==> src/sv/tpa_pkg.sv <==
// ----------------------------------------------------------------------------
// Typed resource pool allocator package
// Shared constants, the word that travels down the slot cells and the update
// that the decision stage sends back to them.
// ----------------------------------------------------------------------------
package tpa_pkg;

    localparam int REG_TYPES = 4;
    localparam int TYPE_W    = 2;
    localparam int CNT_W     = 4;
    localparam int SLOT_W    = 3;
    localparam int ID_W      = 8;
    localparam int IDS_W     = 64;
    localparam int CFG_IDX_W = 3;
    localparam int CFG_DATA_W = 64;

    localparam logic [IDS_W-1:0] IDS_RESET = 64'h0706_0504_0302_0100;

    localparam logic [CFG_IDX_W-1:0] CFG_COUNT_BASE = 3'd0;
    localparam logic [CFG_IDX_W-1:0] CFG_IDS_BASE   = 3'd4;

    localparam logic CMD_REQUEST = 1'b0;
    localparam logic CMD_RELEASE = 1'b1;

    typedef struct packed {
        logic              valid;
        logic              cmd;
        logic [TYPE_W-1:0] rtype;
        logic              has_pref;
        logic [ID_W-1:0]   pref_id;
        logic [SLOT_W-1:0] rel_slot;
        logic [CNT_W-1:0]  count;
        logic              pref_hit;
        logic [SLOT_W-1:0] pref_slot;
        logic [ID_W-1:0]   pref_gid;
        logic              free_hit;
        logic [SLOT_W-1:0] free_slot;
        logic [ID_W-1:0]   free_gid;
    } token_t;

    typedef struct packed {
        logic              en;
        logic              set;
        logic [TYPE_W-1:0] rtype;
        logic [SLOT_W-1:0] slot;
    } commit_t;

endpackage

==> src/sv/tpa_cell.sv <==
// ----------------------------------------------------------------------------
// Slot cell
// Holds the used bits of one slot index for every type and checks the word
// that passes by against them, then hands the word to the next cell.
// ----------------------------------------------------------------------------
module tpa_cell #(
    parameter int NUM_TYPES  = 4,
    parameter int CELL_INDEX = 0
) (
    input  logic                                          clk,
    input  logic                                          rst_n,
    input  logic                                          advance,
    input  tpa_pkg::token_t                               tok_in,
    output tpa_pkg::token_t                               tok_out,
    input  logic [tpa_pkg::REG_TYPES-1:0][tpa_pkg::ID_W-1:0] ids,
    input  tpa_pkg::commit_t                              commit
);
    import tpa_pkg::*;

    localparam logic [SLOT_W-1:0] MY_SLOT = SLOT_W'(CELL_INDEX);
    localparam logic [CNT_W-1:0]  MY_POS  = CNT_W'(CELL_INDEX);

    logic [NUM_TYPES-1:0] used_reg;
    logic [NUM_TYPES-1:0] used_next;
    token_t               tok_reg;
    token_t               tok_next;
    logic                 used_sel;
    logic                 free;
    logic [ID_W-1:0]      slot_id;

    always_comb
    begin
        used_sel = 1'b0;
        for (int k = 0; k < NUM_TYPES; k++)
        begin
            if (int'(tok_in.rtype) == k)
            begin
                used_sel = used_reg[k];
            end
        end
        slot_id = ids[tok_in.rtype];
        free    = (MY_POS < tok_in.count) && !used_sel;
    end

    always_comb
    begin
        tok_next = tok_reg;
        if (advance)
        begin
            tok_next = tok_in;
            if (tok_in.has_pref && !tok_in.pref_hit && free && (slot_id == tok_in.pref_id))
            begin
                tok_next.pref_hit  = 1'b1;
                tok_next.pref_slot = MY_SLOT;
                tok_next.pref_gid  = slot_id;
            end
            if (!tok_in.free_hit && free)
            begin
                tok_next.free_hit  = 1'b1;
                tok_next.free_slot = MY_SLOT;
                tok_next.free_gid  = slot_id;
            end
        end
    end

    always_comb
    begin
        used_next = used_reg;
        if (commit.en && (commit.slot == MY_SLOT))
        begin
            for (int k = 0; k < NUM_TYPES; k++)
            begin
                if (int'(commit.rtype) == k)
                begin
                    used_next[k] = commit.set;
                end
            end
        end
    end

    always_ff @(posedge clk or negedge rst_n)
    begin
        if (!rst_n)
        begin
            tok_reg  <= '0;
            used_reg <= '0;
        end
        else
        begin
            tok_reg  <= tok_next;
            used_reg <= used_next;
        end
    end

    assign tok_out = tok_reg;

endmodule

==> src/sv/typed_resource_pool_allocator.sv <==
// ----------------------------------------------------------------------------
// Typed resource pool allocator
// Grants and releases slots of several resource types from a used-bit map,
// with an optional preferred slot id on each request.
// ----------------------------------------------------------------------------
// Usage:
// Commands arrive on the s_ stream, one word each: tuser holds the command
// (request or release), tdata the type, preference and release slot.
// One result word per command leaves on the m_ stream: tuser holds ok,
// tdata the granted slot and its id (both zero on failure and on release).
// Each command enters a registered row of SLOTS_PER_TYPE slot cells and moves
// one cell per cycle while the row is not stalled; every cell holds the used
// bits of its slot and checks them on the way. A decision stage at the end of
// the row writes the result register and updates the used bits. A new command
// is accepted once the previous one has reached the result register, so only
// one command is in the row at a time.
// Reset clears every used bit and all counts, and restores the default ids.
// When the receiver stalls, the result waits in the output register while the
// next command is accepted; that command holds at the end of the row until
// the result register frees up. The configuration channel is always ready.
// ----------------------------------------------------------------------------
module typed_resource_pool_allocator #(
    parameter int NUM_TYPES      = 4,
    parameter int SLOTS_PER_TYPE = 8
) (
    input  logic                              clk,
    input  logic                              rst_n,
    input  logic                              s_tvalid,
    output logic                              s_tready,
    // res_type[1:0], has_preference[2], preferred_id[10:3], release_slot[13:11]
    input  logic [15:0]                       s_tdata,
    // command[0]
    input  logic                              s_tuser,
    output logic                              m_tvalid,
    input  logic                              m_tready,
    // granted_slot[2:0], granted_id[10:3]
    output logic [15:0]                       m_tdata,
    // ok[0]
    output logic                              m_tuser,
    input  logic                              cfg_valid,
    output logic                              cfg_ready,
    input  logic [tpa_pkg::CFG_IDX_W-1:0]     cfg_index,
    input  logic [tpa_pkg::CFG_DATA_W-1:0]    cfg_data
);
    import tpa_pkg::*;

    logic [REG_TYPES-1:0][CNT_W-1:0] count_reg;
    logic [REG_TYPES-1:0][CNT_W-1:0] count_next;
    logic [REG_TYPES-1:0][IDS_W-1:0] ids_reg;
    logic [REG_TYPES-1:0][IDS_W-1:0] ids_next;

    token_t            entry_reg;
    token_t            entry_next;
    token_t            tok [SLOTS_PER_TYPE+1];
    token_t            last;
    logic              busy_reg;
    logic              busy_next;
    logic              out_valid_reg;
    logic              out_valid_next;
    logic              out_ok_reg;
    logic              out_ok_next;
    logic [SLOT_W-1:0] out_slot_reg;
    logic [SLOT_W-1:0] out_slot_next;
    logic [ID_W-1:0]   out_id_reg;
    logic [ID_W-1:0]   out_id_next;

    logic              s_fire;
    logic              stall;
    logic              advance;
    logic              fire;
    logic              dec_ok;
    logic [SLOT_W-1:0] dec_slot;
    logic [ID_W-1:0]   dec_id;
    commit_t           commit;
    logic [CNT_W-1:0]  eff_count;
    logic [SLOTS_PER_TYPE:0] valid_vec;

    // Configuration registers.
    assign cfg_ready = 1'b1;

    always_comb
    begin
        count_next = count_reg;
        ids_next   = ids_reg;
        if (cfg_valid)
        begin
            if (cfg_index < CFG_IDS_BASE)
            begin
                count_next[cfg_index[TYPE_W-1:0]] = cfg_data[CNT_W-1:0];
            end
            else
            begin
                ids_next[cfg_index[TYPE_W-1:0]] = cfg_data;
            end
        end
    end

    // Entry stage.
    assign s_tready = !busy_reg;
    assign s_fire   = s_tvalid && s_tready;

    always_comb
    begin
        eff_count = count_reg[s_tdata[TYPE_W-1:0]];
        if (eff_count > CNT_W'(SLOTS_PER_TYPE))
        begin
            eff_count = CNT_W'(SLOTS_PER_TYPE);
        end
        if (int'(s_tdata[TYPE_W-1:0]) >= NUM_TYPES)
        begin
            eff_count = '0;
        end
    end

    always_comb
    begin
        entry_next = entry_reg;
        if (s_fire)
        begin
            entry_next           = '0;
            entry_next.valid     = 1'b1;
            entry_next.cmd       = s_tuser;
            entry_next.rtype     = s_tdata[1:0];
            entry_next.has_pref  = s_tdata[2];
            entry_next.pref_id   = s_tdata[10:3];
            entry_next.rel_slot  = s_tdata[13:11];
            entry_next.count     = eff_count;
        end
        else if (advance)
        begin
            entry_next.valid = 1'b0;
        end
    end

    // Row of slot cells.
    assign tok[0] = entry_reg;

    for (genvar i = 0; i < SLOTS_PER_TYPE; i++)
    begin : g_cell
        logic [REG_TYPES-1:0][ID_W-1:0] cell_ids;
        for (genvar k = 0; k < REG_TYPES; k++)
        begin : g_id
            assign cell_ids[k] = ids_reg[k][ID_W*i +: ID_W];
        end
        tpa_cell #(
            .NUM_TYPES  (NUM_TYPES),
            .CELL_INDEX (i)
        ) u_cell (
            .clk     (clk),
            .rst_n   (rst_n),
            .advance (advance),
            .tok_in  (tok[i]),
            .tok_out (tok[i+1]),
            .ids     (cell_ids),
            .commit  (commit)
        );
    end

    // Decision stage.
    assign last    = tok[SLOTS_PER_TYPE];
    assign stall   = last.valid && out_valid_reg && !m_tready;
    assign advance = !stall;
    assign fire    = last.valid && !stall;

    always_comb
    begin
        dec_ok   = 1'b0;
        dec_slot = '0;
        dec_id   = '0;
        if (last.cmd == CMD_RELEASE)
        begin
            dec_ok = ({1'b0, last.rel_slot} < last.count);
        end
        else if (last.pref_hit)
        begin
            dec_ok   = 1'b1;
            dec_slot = last.pref_slot;
            dec_id   = last.pref_gid;
        end
        else if (last.free_hit)
        begin
            dec_ok   = 1'b1;
            dec_slot = last.free_slot;
            dec_id   = last.free_gid;
        end
    end

    always_comb
    begin
        commit.en    = fire && dec_ok;
        commit.set   = (last.cmd == CMD_REQUEST);
        commit.rtype = last.rtype;
        commit.slot  = (last.cmd == CMD_RELEASE) ? last.rel_slot : dec_slot;
    end

    always_comb
    begin
        busy_next      = busy_reg;
        out_valid_next = out_valid_reg;
        out_ok_next    = out_ok_reg;
        out_slot_next  = out_slot_reg;
        out_id_next    = out_id_reg;
        if (s_fire)
        begin
            busy_next = 1'b1;
        end
        else if (fire)
        begin
            busy_next = 1'b0;
        end
        if (fire)
        begin
            out_valid_next = 1'b1;
            out_ok_next    = dec_ok;
            out_slot_next  = dec_slot;
            out_id_next    = dec_id;
        end
        else if (m_tready)
        begin
            out_valid_next = 1'b0;
        end
    end

    always_ff @(posedge clk or negedge rst_n)
    begin
        if (!rst_n)
        begin
            count_reg     <= '0;
            ids_reg       <= {REG_TYPES{IDS_RESET}};
            entry_reg     <= '0;
            busy_reg      <= 1'b0;
            out_valid_reg <= 1'b0;
            out_ok_reg    <= 1'b0;
            out_slot_reg  <= '0;
            out_id_reg    <= '0;
        end
        else
        begin
            count_reg     <= count_next;
            ids_reg       <= ids_next;
            entry_reg     <= entry_next;
            busy_reg      <= busy_next;
            out_valid_reg <= out_valid_next;
            out_ok_reg    <= out_ok_next;
            out_slot_reg  <= out_slot_next;
            out_id_reg    <= out_id_next;
        end
    end

    assign m_tvalid = out_valid_reg;
    assign m_tuser  = out_ok_reg;
    assign m_tdata  = {5'b0, out_id_reg, out_slot_reg};

    always_comb
    begin
        for (int i = 0; i <= SLOTS_PER_TYPE; i++)
        begin
            valid_vec[i] = tok[i].valid;
        end
    end

`ifndef SYNTHESIS
    a_one_in_flight: assert property (@(posedge clk) disable iff (!rst_n)
        $onehot0(valid_vec))
        else $error("more than one command in the cell row");

    a_ready_when_empty: assert property (@(posedge clk) disable iff (!rst_n)
        s_tready |-> (valid_vec == '0))
        else $error("input ready while a command is still in the cell row");

    a_fail_zero: assert property (@(posedge clk) disable iff (!rst_n)
        (m_tvalid && !m_tuser) |-> (m_tdata == '0))
        else $error("failed result carries a nonzero slot or id");
`endif

endmodule

==> config.mk <==
export PLATFORM = sky130hd
export DESIGN_NAME = typed_resource_pool_allocator
export DESIGN_NICKNAME = d
export VERILOG_FILES = /design/src/sv/tpa_pkg.sv /design/src/sv/tpa_cell.sv /design/src/sv/typed_resource_pool_allocator.sv
export SDC_FILE = /design/constraint.sdc
export NUM_CORES = 1
export LEC_CHECK = 0
export BUFFER_PORTS_ARGS = -buffer_cell sky130_fd_sc_hd__buf_2
export CORE_ASPECT_RATIO = 0.6
export CORE_UTILIZATION = 55
export CTS_BUF_LIST = sky130_fd_sc_hd__clkbuf_4
export DETAILED_ROUTE_END_ITERATION = 10
export PLACE_DENSITY = 0.72
export SLEW_MARGIN = 20
export SYNTH_ARGS = -nofsm -noshare
export SYNTH_HDL_FRONTEND = slang
export SYNTH_SLANG_ARGS = --single-unit
==> constraint.sdc <==
create_clock -name clk -period 5.9 [get_ports clk]
set_clock_uncertainty 0.2 [all_clocks]
set_input_delay 1.18 -clock clk [delete_from_list [all_inputs] [get_ports clk]]
set_output_delay 1.18 -clock clk [all_outputs]
set_load 0.03 [all_outputs]
# Word-level counts from Yosys, hierarchy flattened
# Index checks and enable logic that the tools add are counted.
totals:
  ff_bits: 681
  input_bits: 89
  word_cells: 433
op_classes:
  magnitude_cmp: 22
  n_eq_ne: 43
  mux: 89
  n_bitwise: 2
  reduce_logical: 123
ops:
  columns: ["operator", "n"]
  rows:
  - ["bitwise mux 256 bit", 1]
  - ["2-to-1 mux 12 bit", 16]
  - ["binary-select mux 8 bit (select 2 bit)", 8]
  - ["demux 64 bit (select 2 bit)", 1]
  - ["2-to-1 mux 8 bit", 11]
  - ["AND reduction 2 bit", 34]
  - ["equality test 8 bit", 8]
  - ["2-to-1 mux 64 bit", 1]
  - ["logical AND 1 bit", 52]
  - ["2-to-1 mux 1 bit", 41]
  - ["equality test 2 bit (second input constant)", 18]
  - ["< comparator 2 x 3 -> 1 bit (second input constant)", 10]
  - ["zero test 1 bit", 25]
  - ["equality test 2 x 1 -> 1 bit (second input constant)", 9]
  - ["zero test 2 bit", 9]
  - ["bitwise mux 16 bit", 1]
  - ["< comparator 3 x 4 -> 1 bit (first input constant)", 4]
  - ["equality test 3 bit (second input constant)", 4]
  - ["2-to-1 mux 3 bit", 4]
  - ["2-to-1 mux 4 bit", 3]
  - ["binary-select mux 4 bit (select 2 bit)", 1]
  - ["demux 4 bit (select 2 bit)", 1]
  - ["< comparator 1 x 4 -> 1 bit (first input constant)", 2]
  - ["< comparator 2 x 4 -> 1 bit (first input constant)", 2]
  - ["other kinds (10)", 13]

# Logic depth before layout (Yosys ltp)
# Gate-level depths: netlist of run 1.
depth:
  depth_word: 10
  ltp_mapped: 8
  depth_no_buf: 7

# Modules after synthesis
# From an unflattened synthesis of run 1, not the netlist that was laid out.
hier_totals:
  hier_cells: 2411
  area_unflattened_um2: 31542.8
modules_own_cells:
  columns: ["module", "instances", "cells_each", "area_each_um2", "seq_area_each_um2"]
  rows:
  - ["typed_resource_pool_allocator", 1, 769, 11833.8, 7717.4]
  - ["tpa_cell at g_cell[2].u_cell", 1, 206, 2508.7, 1201.2]
  - ["tpa_cell at g_cell[1].u_cell", 1, 206, 2506.2, 1201.2]
  - ["tpa_cell at g_cell[0].u_cell", 1, 206, 2498.6, 1201.2]
  - ["tpa_cell at g_cell[4].u_cell", 1, 210, 2493.6, 1201.2]
  - ["tpa_cell at g_cell[3].u_cell", 1, 199, 2448.6, 1201.2]
  - ["tpa_cell at g_cell[6].u_cell", 1, 208, 2438.6, 1201.2]
  - ["tpa_cell at g_cell[5].u_cell", 1, 208, 2437.3, 1201.2]
  - ["tpa_cell at g_cell[7].u_cell", 1, 199, 2377.3, 1201.2]

# Least setup slack after synthesis of run 1
# No wires, ideal clock.
synth_timing:
  path_kind: "input port to flip-flop"
  from: "in cfg_index[1] (netlist bit)"
  to: "reg ids_reg, in the netlist g_cell[0].cell_ids[3]"
  arrival_ns: 2.744
  required_ns: 5.575
  setup_slack_ns: 2.831
  cell_stages: 4
  path_cell_list: "clkbuf_1 nor3_1 clkbuf_1 mux2_2"
synth_between:
  elab_chain_cells: 5
  elab_cells_between_ends: 9
  classes_between: "order compare: 3; mux: 3; bitwise: 1; reduce/logical: 2"
synth_rtl:
  columns: ["item", "line", "rtl"]
  rows:
  - ["start: declaration", "typed_resource_pool_allocator.sv:42", "input logic [tpa_pkg::CFG_IDX_W-1:0] cfg_index,"]
  - ["< comparator 2 x 3 -> 1 bit (implied by the code) or greater-or-equal comparator 2 x 1 -> 1 bit (tied branches)", "typed_resource_pool_allocator.sv:93", "ids_next[cfg_index[TYPE_W-1:0]] = cfg_data;"]
  - ["logical AND 1 bit (implied by the code)", "typed_resource_pool_allocator.sv:93", null]
  - ["2-to-1 mux 64 bit (implied by the code)", "typed_resource_pool_allocator.sv:93", null]
  - ["demux 64 bit (select 2 bit)", "typed_resource_pool_allocator.sv:93", null]
  - ["bitwise mux 256 bit", "typed_resource_pool_allocator.sv:93", null]
  - ["end signal: assignment", "typed_resource_pool_allocator.sv:229", "ids_reg <= {REG_TYPES{IDS_RESET}};"]
  - ["end signal: assignment", "typed_resource_pool_allocator.sv:240", "ids_reg <= ids_next;"]
  - ["end: declaration", "typed_resource_pool_allocator.sv:49", "logic [REG_TYPES-1:0][IDS_W-1:0] ids_reg;"]
# Parallel ways exist; a longest one is shown, timed or not.
# A chain may end at the register's enable or synchronous reset.

# Final worst setup path of run 1
layout_timing:
  from: "reg g_cell[3].u_cell.tok_reg, in the netlist g_cell[3].u_cell.tok_out[40]"
  to: "reg g_cell[4].u_cell.tok_reg, in the netlist g_cell[4].u_cell.tok_out[13]"
layout_between:
  elab_chain_cells: 10
  elab_cells_between_ends: 16
  classes_between: "eq/ne: 4; mux: 7; reduce/logical: 5"
layout_rtl:
  columns: ["item", "line", "rtl"]
  rows:
  - ["start: declaration", "tpa_cell.sv:25", "token_t tok_reg;"]
  - ["start signal: assignment", "tpa_cell.sv:90", "tok_reg <= tok_next;"]
  - ["zero test 2 bit", "tpa_cell.sv:36", "if (int'(tok_in.rtype) == k)"]
  - ["2-to-1 mux 1 bit (4 in series)", "tpa_cell.sv:36", null]
  - ["zero test 1 bit", "tpa_cell.sv:42", "free = (MY_POS < tok_in.count) && !used_sel;"]
  - ["logical AND 1 bit", "tpa_cell.sv:42", null]
  - ["logical AND 1 bit (2 in series)", "tpa_cell.sv:51", "if (tok_in.has_pref && !tok_in.pref_hit && free && (slot_id == tok_in.pref_id))"]
  - ["2-to-1 mux 12 bit *", "tpa_cell.sv:51", null]
  - ["end signal: assignment", "tpa_cell.sv:90", null]
  - ["end: declaration", "tpa_cell.sv:25", null]
# Every way passes the cells marked *; elsewhere a longest branch is shown, timed or not. The select of a mux whose other input is x is not followed.

==> results of run 1 <==
[Yosys cell counts (14+ instances only)]
cell        n
inv_1      26
nor2_1     16
clkbuf_1  119
mux2_2    291
buf_2      14
dfstp_2    48
o21ai_0   176
a21oi_1    15
mux4_2     72
xnor2_1    60
mux2i_1   121
o31ai_1    21
dfrtp_1   619
nor3_1     21
nand4_1    14
nand2_1   666
a22o_1     21
[final timing paths]
check                                                           endpoint  slack, ns  cells past startpoint
min in group clk                g_cell[4].u_cell.tok_out[28]$_DFFE_PN0N_       0.24                      2
max in group asynchronous        g_cell[5].u_cell.tok_out[7]$_DFFE_PN0N_       3.88                      2
worst min-delay path            g_cell[1].u_cell.tok_out[30]$_DFFE_PN0N_       0.14                      1
worst max-delay path            g_cell[4].u_cell.tok_out[13]$_DFFE_PN0N_       1.97                      7
worst min register to register  g_cell[4].u_cell.tok_out[28]$_DFFE_PN0N_       0.24                      2
worst max register to register  g_cell[4].u_cell.tok_out[13]$_DFFE_PN0N_       1.97                      7
[through the flow]
| stage | hold WS (ns) | util, % | power, mW | cells | instance area (um^2) |
|---|---|---|---|---|---|
| after floorplan | 0.230 | - | 10.3 | 2442 | 29000 |
| after global placement | 0.246 | 58.5 | 11.7 | 3120 | 30100 |
| after detailed placement | 0.251 | 58.5 | 11.9 | 3121 | 30100 |
| after CTS | 0.119 | 62.5 | 15.8 | 3396 | 32200 |
| after global routing | 0.147 | 62.5 | 16.7 | 3397 | 32200 |
| final | 0.142 | 62.5 | 15.7 | 3398 | 32200 |
[per-layer routing]
layer / up-vias / share of wire [%] / wire (um) / global-route usage, %
met2: 497 / 44 / 28800 / 35.8
met4: 2 / 1.4 / 943 / 7.24
met3: 77 / 7.0 / 4560 / 6.71
met1: 9906 / 48 / 31200 / 38.7
met5: - / 0.020 / 13 / 0
li1: 8794 / - / - / -
[power breakdown]
group          internal, mW  switching [mW]  total (mW)
clock                  2.00            1.81        3.82
sequential             6.00            1.26        7.26
combinational          2.11            2.53        4.65
total                  10.1            5.60        15.7
[cell type report]
| class | instances | area [um^2] |
|---|---|---|
| Antenna cell | 2 | 5.00 |
| Clock inverter | 31 | 209 |
| Clock buffer | 244 | 1830 |
| Inverter | 26 | 97.6 |
| Multi-Input combinational cell | 1602 | 11600 |
| Fill cell | 4019 | 19300 |
| Tap cell | 693 | 867 |
| Sequential cell | 667 | 16800 |
| Timing Repair Buffer | 133 | 821 |
[logic make-up (layout without fill, tap and decap cells)]
logic type / Yosys count / after routing / share of synthesized area (%)
AND/OR/NAND/NOR: 763 / 763 / 10.7
flip-flops: 667 / 667 / 57.8
multiplexers: 488 / 488 / 21.4
AO/OA/AOI/OAI: 279 / 279 / 5.61
buffers and inverters: 173 / 434 / 2.43
XOR/XNOR: 64 / 64 / 1.93
adder cells (fa/ha/maj): 2 / 2 / 0.0863
other: 2 / 8 / 0.0259
==> flow_summary.toml, run 1 <==
[clock_network]
clk-insertion-delay-late_ns = 0.88
cts-resized-gates = 0
root_buffer = "clkbuf_4"
cts_buffer_depth = 3
cts.sinks = 667
htreeDepth = 4
numCtsBuffers = 158
cts_tree = "yes"
clkTransAtPathRegs_ns = 0.07
cts_setup_buffers = 0
hold_buffers = 0

[synth]
yosysWarningCount = 0
yosys-top-cells-area = "dfrtp_1 (53%), mux2_2 (11%), nand2_1 (8.6%)"
syn_area_mm2 = 0.0290
yosysTopAreaCell = "dfrtp_1"
synth.top_cell.area_share_pct = 53.4
ys_seq_area_share_pct = 57.8
synth-seq-cells = 667
avgSynthCellArea_um2 = 11.9
async_flop_share_pct = 100
synth-edff-count = 0
synthCells = 2438
synthDistinctLibCells = 48
synth_ff_type = "dfrtp_1"

[floorplanning]
start_util_pct = 56.3
rows = 64
coreArea_mm2 = 0.0515
io_pins = 109
die_area_mm2 = 0.0537
fp.dieW_um = 298
chipHeight_um = 180

[worst_setup_path]
worst_path_max_delay_cell = "dfrtp_1"
max_stage_delay_ns = 0.86
end_kind = "register"
critPathBufInv = 1
worstSetupPathType = "reg -> reg"
setup.worst_path.start = "g_cell[3].u_cell.tok_out[40]$_DFFE_PN0N_"
cp.arrival_ns = 4.43
crit_chain = "mux4_2, a211oi_1, nand4_1, nor3_1, buf_4, mux2i_1, o21ai_0"
required_ns = 6.40
critPathTopFamily = "simple AND/OR/NAND/NOR gates"
rr_startpoint = "g_cell[3].u_cell.tok_out[40]$_DFFE_PN0N_"
cp-start-kind = "register"
worstPathMaxFanout = 11

[placed_design]
place_hpwl_mm = 43.9
place.port_buffers = 100
place_ws_ns = 1.98
gp_congestion = 0.876

[global_route]
grt_pass1_wl_mm = 107
grt_pass1_vias = 19700
grt-ovfl-total = 0
antenna_found_initial = 4
track_usage_pct = 25.4
grt_max_degree = 245

[routing]
drt_iter0_drc = 1647
remaining_drc_errors = 0
vias = 19300
drtAntennaViolNets = 0
routed_wl_mm = 65.6
wl_per_cell_um = 19.3
dr.pass1.iters = 5
viasPerCell = 5.67

[sta]
setup_ws_ns = 1.97
fmax_mhz = 255
hold_viol = 0
slew_headroom_pct = 24.6
post-route-period-util_pct = 66.6
rsz0062_at_grt = "no"
final-setup-viol-count = 0
drv_slew = 0
period_needed_ns = 3.93
tightest_slew_ns = 1.12
finalSetupTns_ns = 0

[power]
cellPowerDensity_mw_per_mm2 = 489
vdd_drop_max_mv = 0.219
leakagePower_nw = 14.5

[cells_and_area]
largest_reg_flops = 329
fin_nets = 2679
area_growth_pct = 11.0
layout_commonest_cell = "nand2_1"
final_cell_mix = "nand2_1 (665), dfrtp_1 (619), mux2_2 (291)"
drive_gt1_share_pct = 30.1

[run_status]
status = "complete, no violations"

[run]
cap_violations = 0

[hold_path]
hold_class = "in -> async"
Power figures use the tool's default switching activity.
==> run 2: changes to the inputs <==
==> constraint.sdc (replaced) <==
create_clock -name clk -period 3.8 [get_ports clk]
set_clock_uncertainty 0.2 [all_clocks]
set_input_delay 0.76 -clock clk [delete_from_list [all_inputs] [get_ports clk]]
set_output_delay 0.76 -clock clk [all_outputs]
set_load 0.03 [all_outputs]
==> flow_summary.toml, run 2 (synthesis results as in run 1) <==
[run_status]
status = "complete, no violations"

[clock_network]
cts-resized-gates = 0
clkTransAtPathRegs_ns = 0.07
root_buffer = "clkbuf_4"
cts_buffer_depth = 3
clk-insertion-delay-late_ns = 0.92
cts.sinks = 667
htreeDepth = 4
cts_tree = "yes"
numCtsBuffers = 158

[sta]
drv_slew = 0
slew_headroom_pct = 41.2
hold_viol = 0
final-setup-viol-count = 0
post-route-period-util_pct = 83.3
rsz0062_at_grt = "no"
fmax_mhz = 316
tightest_slew_ns = 0.877
finalSetupTns_ns = 0
period_needed_ns = 3.17

[routing]
drtAntennaViolNets = 0
dr.pass1.iters = 5
drt_iter0_drc = 1570
vias = 19600
routed_wl_mm = 66.2
wl_per_cell_um = 18.9
viasPerCell = 5.60
remaining_drc_errors = 0

[global_route]
grt_pass1_wl_mm = 109
grt_pass1_vias = 20400
track_usage_pct = 25.6
antenna_found_initial = 2
grt-ovfl-total = 0
grt_max_degree = 145

[cells_and_area]
multi_input_area_mm2 = 0.0116
area_growth_pct = 14.7
post-route-util_pct = 64.5
fillers = 3893
final_cell_mix = "nand2_1 (665), dfrtp_1 (619), mux2_2 (291)"
seq_area_mm2 = 0.0168
layout_commonest_cell = "nand2_1"
drive_gt1_share_pct = 29.6
largest_reg_flops = 329
fin_nets = 2785

[worst_setup_path]
max_stage_delay_ns = 0.78
setup.worst_path.start = "g_cell[7].u_cell.tok_out[23]$_DFFE_PN0N_"
critPathCapture = "g_cell[5].u_cell.used_reg[0]$_DFFE_PN0P_"
rrSetupSlack_ns = 0.63
rr_worst_depth = 6
critPathTopFamily = "compound AO/OA/AOI/OAI gates"
worstPathMaxFanout = 15
cp_common_cell = "mux2i_1"
worst_path_max_delay_cell = "a211oi_1"
rr_startpoint = "g_cell[7].u_cell.tok_out[23]$_DFFE_PN0N_"
worstSetupPathType = "reg -> reg"
cp-start-kind = "register"
crit_chain = "nor2b_1, a22o_1, mux2i_1, a211oi_1, nand2_1, mux2i_1"
worst_r2r_endpoint = "g_cell[5].u_cell.used_reg[0]$_DFFE_PN0P_"
required_ns = 4.40
critPathBufInv = 0
end_kind = "register"
cp.arrival_ns = 3.77
worst-path-stages = 6

[floorplanning]
die_area_mm2 = 0.0537
coreArea_mm2 = 0.0515
io_pins = 109
rows = 64
chipHeight_um = 180
start_util_pct = 56.3
fp.dieW_um = 298

[run]
cap_violations = 0

[placed_design]
place_hpwl_mm = 43.8
place.port_buffers = 100
gp_congestion = 0.885

[power]
cellPowerDensity_mw_per_mm2 = 735
vdd_drop_max_mv = 0.367
leakagePower_nw = 15.0

[hold_path]
hold_class = "in -> reg"
run 2: cell types whose count changed in the layout (fill, tap and decap cells not counted), sizes merged:
cell,previous run,this run
clkinvlp,2,0
clkinv,22,23
buf,133,159
inv,30,31
dlygate4sd3,0,80
diode,2,3
bufinv,3,1
run 2: how the worst min path moves through the flow:
stage | startpoint | endpoint | slack (ns) | cells after the start
CTS | s_tdata[0] | entry_reg[40]$_DFFE_PN0P_ | 0.04 | 2
global route | s_tdata[0] | entry_reg[40]$_DFFE_PN0P_ | 0.05 | 2
floorplan | g_cell[6].u_cell.tok_out[43]$_DFFE_PN0N_ | g_cell[6].u_cell.tok_out[43]$_DFFE_PN0N_ | 0.23 | 2
detailed placement | g_cell[6].u_cell.tok_out[43]$_DFFE_PN0N_ | g_cell[6].u_cell.tok_out[43]$_DFFE_PN0N_ | 0.25 | 2
finish | s_tdata[0] | entry_reg[40]$_DFFE_PN0P_ | 0.11 | 2
global placement | g_cell[4].u_cell.tok_out[22]$_DFFE_PN0N_ | g_cell[4].u_cell.tok_out[22]$_DFFE_PN0N_ | 0.25 | 2
run 2: per-layer routing:
metal | part of all wire, % | routed length [um] | up-vias | track usage, %
met5 | 0 | 0 | - | 0
met4 | 1.3 | 859 | 0 | 7.12
met3 | 7.1 | 4720 | 72 | 7.12
met2 | 44 | 29000 | 544 | 36.5
met1 | 48 | 31600 | 9981 | 38.5
li1 | - | - | 9006 | -
run 2: worst register-to-register path, cell delays in order, from the launching register on:
cell and delay (ns):
dfrtp_1 0.54, nor2b_1 0.60, a22o_1 0.30, mux2i_1 0.29, a211oi_1 0.79, nand2_1 0.16, mux2i_1 0.22
run 2: power breakdown:
group	switching, mW	internal [mW]	total [mW]	leakage [nW]
clock network	2.77	2.97	5.74	1.19
registers	1.78	9.33	11.1	8.20
logic	4.12	3.47	7.59	5.62
run 2: layout make-up:
| class | instances | share of cell area (%) |
|---|---|---|
| Clock buffer | 244 | 5.51 |
| Timing Repair Buffer | 239 | 5.92 |
| Inverter | 26 | 0.294 |
| Sequential cell | 667 | 50.4 |
| Clock inverter | 29 | 0.407 |
| Tap cell | 693 | 2.61 |
| Multi-Input combinational cell | 1602 | 34.8 |
| Antenna cell | 3 | 0.0226 |
run 2: what timing repair did:
action,CTS,global route
buffers inserted,0,0
hold buffers,80,0
hold endpoints to repair,340,0
run 2: metrics by stage:
stage          hold slack [ns]  std cells  setup slack (ns)  area [um^2]  power (mW)
3_3_place_gp             0.247       3147             0.736        30500        18.3
6_report                 0.106       3503             0.634        33200        24.4
3_5_place_dp             0.251       3147             0.611        30500        18.7
5_1_grt                 0.0493       3503             0.367        33200        26.0
4_1_cts                 0.0392       3500             0.609        33200        24.5
2_1_floorplan            0.230       2442              1.15        29000        16.0
==> run 3: changes to the inputs <==
--- a/config.mk
+++ b/config.mk
@@ -5,12 +5,13 @@
 export SDC_FILE = /design/constraint.sdc
 export NUM_CORES = 1
 export LEC_CHECK = 0
+export ABC_AREA = 1
 export BUFFER_PORTS_ARGS = -buffer_cell sky130_fd_sc_hd__buf_2
 export CORE_ASPECT_RATIO = 0.6
 export CORE_UTILIZATION = 55
 export CTS_BUF_LIST = sky130_fd_sc_hd__clkbuf_4
 export DETAILED_ROUTE_END_ITERATION = 10
-export PLACE_DENSITY = 0.72
+export PLACE_DENSITY = 0.75
 export SLEW_MARGIN = 20
 export SYNTH_ARGS = -nofsm -noshare
 export SYNTH_HDL_FRONTEND = slang
==> constraint.sdc (replaced) <==
create_clock -name clk -period 2.7 [get_ports clk]
set_clock_uncertainty 0.2 [all_clocks]
set_input_delay 0.54 -clock clk [delete_from_list [all_inputs] [get_ports clk]]
set_output_delay 0.54 -clock clk [all_outputs]
set_load 0.03 [all_outputs]
==> flow_summary.toml, run 3 <==
[run_status]
status = "complete, no violations"

[synth]
yosys-top-cells-area = "dfrtp_1 (51%), nand2_1 (17%), o21ai_0 (7.5%)"
syn_area_mm2 = 0.0306
async_flop_share_pct = 100
synthXorXnorAreaFrac_pct = 0.115
avgSynthCellArea_um2 = 7.94
ys_seq_area_share_pct = 54.8
synth-seq-cells = 667
synth_most_common_cell = "nand2_1"
synthDistinctLibCells = 47
synth_commonest_cells = "nand2_1 (1,375), dfrtp_1 (619), o21ai_0 (457), inv_1 (336), nor2_1 (263)"
yosysWarningCount = 0
synth_compound_area_share_pct = 11.8
synth-edff-count = 0
synth-simple-area-share_pct = 25.9
synth.top_cell.area_share_pct = 50.7
synth_mux_area_share_pct = 0
synth-adder-area-share_pct = 0.0818
yosysTopAreaCell = "dfrtp_1"
synthCells = 3853
synth_ff_type = "dfrtp_1"
synth_top_family_by_area = "simple AND/OR/NAND/NOR gates"

[cells_and_area]
largest_reg_flops = 329
fin_nets = 4212
post-route-util_pct = 64.5
multi_input_area_mm2 = 0.0116
area_growth_pct = 15.0
layout_commonest_cell = "nand2_1"
seq_area_mm2 = 0.0168
drive_gt1_share_pct = 12.7
fillers = 4696
final_cell_mix = "nand2_1 (1,371), dfrtp_1 (618), o21ai_0 (456)"

[clock_network]
clk-insertion-delay-late_ns = 0.95
cts_tree = "yes"
numCtsBuffers = 156
cts.sinks = 667
root_buffer = "clkbuf_4"
cts_setup_buffers = 0
htreeDepth = 4
cts_buffer_depth = 3
clkTransAtPathRegs_ns = 0.07

[placed_design]
place.port_buffers = 100
gp_congestion = 0.890
place_hpwl_mm = 53.8

[worst_setup_path]
worstPathMaxFanout = 46
end_kind = "register"
worstSetupPathType = "in -> reg"
cp-start-kind = "primary input"
required_ns = 3.38
cp.arrival_ns = 3.23

[routing]
dr.pass1.iters = 6
remaining_drc_errors = 0
wl_per_cell_um = 16.0
routed_wl_mm = 79.2
drt_iter0_drc = 2772
drtAntennaViolNets = 0
viasPerCell = 5.33
vias = 26400

[power]
leakagePower_nw = 18.2
power.total_mw = 35.8
cellPowerDensity_mw_per_mm2 = 1020
vdd_drop_max_mv = 0.531

[sta]
drv_slew = 0
tightest_slew_ns = 0.729
slew_headroom_pct = 51.3
fmax_mhz = 391
rsz0062_at_grt = "no"
finalSetupTns_ns = 0
period_needed_ns = 2.55
hold_viol = 0
post-route-period-util_pct = 94.6
final-setup-viol-count = 0

[global_route]
antenna_found_initial = 3
grt_pass1_wl_mm = 132
grt_max_degree = 121
grt-ovfl-total = 0
grt_pass1_vias = 25800
track_usage_pct = 29.1

[floorplanning]
rows = 66
io_pins = 109
die_area_mm2 = 0.0566
fp.dieW_um = 306
start_util_pct = 56.1
chipHeight_um = 185
coreArea_mm2 = 0.0545

[hold_path]
hold_class = "in -> async"

[run]
cap_violations = 0
## run 3: cell count changes after synthesis, sizes merged, moves of 121 or more
cell / delta
inv: +323
mux2: -291
mux2i: -121
nand2: +721
nand3: +257
nor2: +268
o21ai: +286
## run 3: stage by stage
step                      setup slack (ns)  instances  area (um^2)  hold slack [ns]
final                                0.146       4950        35200            0.126
after global routing                0.0348       4950        35200           0.0571
after CTS                            0.256       4946        35200           0.0651
after detailed placement             0.305       4569        32100            0.244
after global placement               0.352       4569        32100            0.232
after floorplan                      0.676       3857        30600           0.0444
## run 3: layer usage
layer,track usage (%),wire length (um),part of all wire (%),vias up
met5,0,0,0,-
met4,8.22,1560,2.0,0
met3,7.49,6020,7.6,140
met2,42.9,33900,43,898
met1,42.4,37700,48,12500
li1,-,-,-,12900
## run 3: cell type report
cell class | instances | share of cell area (%)
Antenna cell | 4 | 0.0285
Clock inverter | 42 | 0.783
Tap cell | 714 | 2.54
Clock buffer | 227 | 4.84
Multi-Input combinational cell | 2649 | 33.1
Inverter | 355 | 3.82
Timing Repair Buffer | 292 | 7.27
Sequential cell | 667 | 47.6
## run 3: power by group
group	switching (mW)	internal (mW)
sequential	2.05	13.1
combinational	8.40	3.96
clock	4.13	4.15
total	14.6	21.2
## run 3: final timing paths
kind | end | slack [ns] | start | depth (start not counted)
max | g_cell[0].cell_ids[29]$_DFFE_PN0P_ | 0.15 | cfg_index[1] | 9
min | g_cell[4].cell_ids[10]$_DFFE_PN1P_ | 0.13 | rst_n | 2
max reg2reg | g_cell[5].u_cell.tok_out[18]$_DFFE_PN0N_ | 0.24 | g_cell[4].u_cell.tok_out[40]$_DFFE_PN0N_ | 11
min reg2reg | g_cell[2].u_cell.tok_out[42]$_DFFE_PN0N_ | 0.25 | g_cell[1].u_cell.tok_out[42]$_DFFE_PN0N_ | 2
max in group asynchronous | g_cell[1].u_cell.tok_out[6]$_DFFE_PN0N_ | 1.60 | rst_n | 3
min in group clk | g_cell[2].cell_ids[28]$_DFFE_PN0P_ | 0.16 | cfg_data[20] | 4
## run 3: cells by family after synthesis
kind of cell	after synthesis
xor gates and xnor gates	4
buffers and inverters	541
DFF	667
adders and majority gates	2
other	2
AOI/OAI and AO/OA	683
and+or+nand+nor	1954
## run 3: critical path: stages
cell and delay (ns):
dlygate4sd3_1 0.53, buf_2 0.14, inv_1 0.07, nor3_2 0.38, buf_12 0.27, nand2_1 0.08
dlygate4sd3_1 0.56, o21ai_0 0.08, dlygate4sd3_1 0.57
## run 3: what timing repair did
| action | CTS | global route |
|---|---|---|
| gates resized for setup | 0 | 4 |
| endpoints found under the hold margin | 943 | 0 |
| endpoints found under the setup margin | 0 | 20 |
| hold buffers | 108 | 0 |
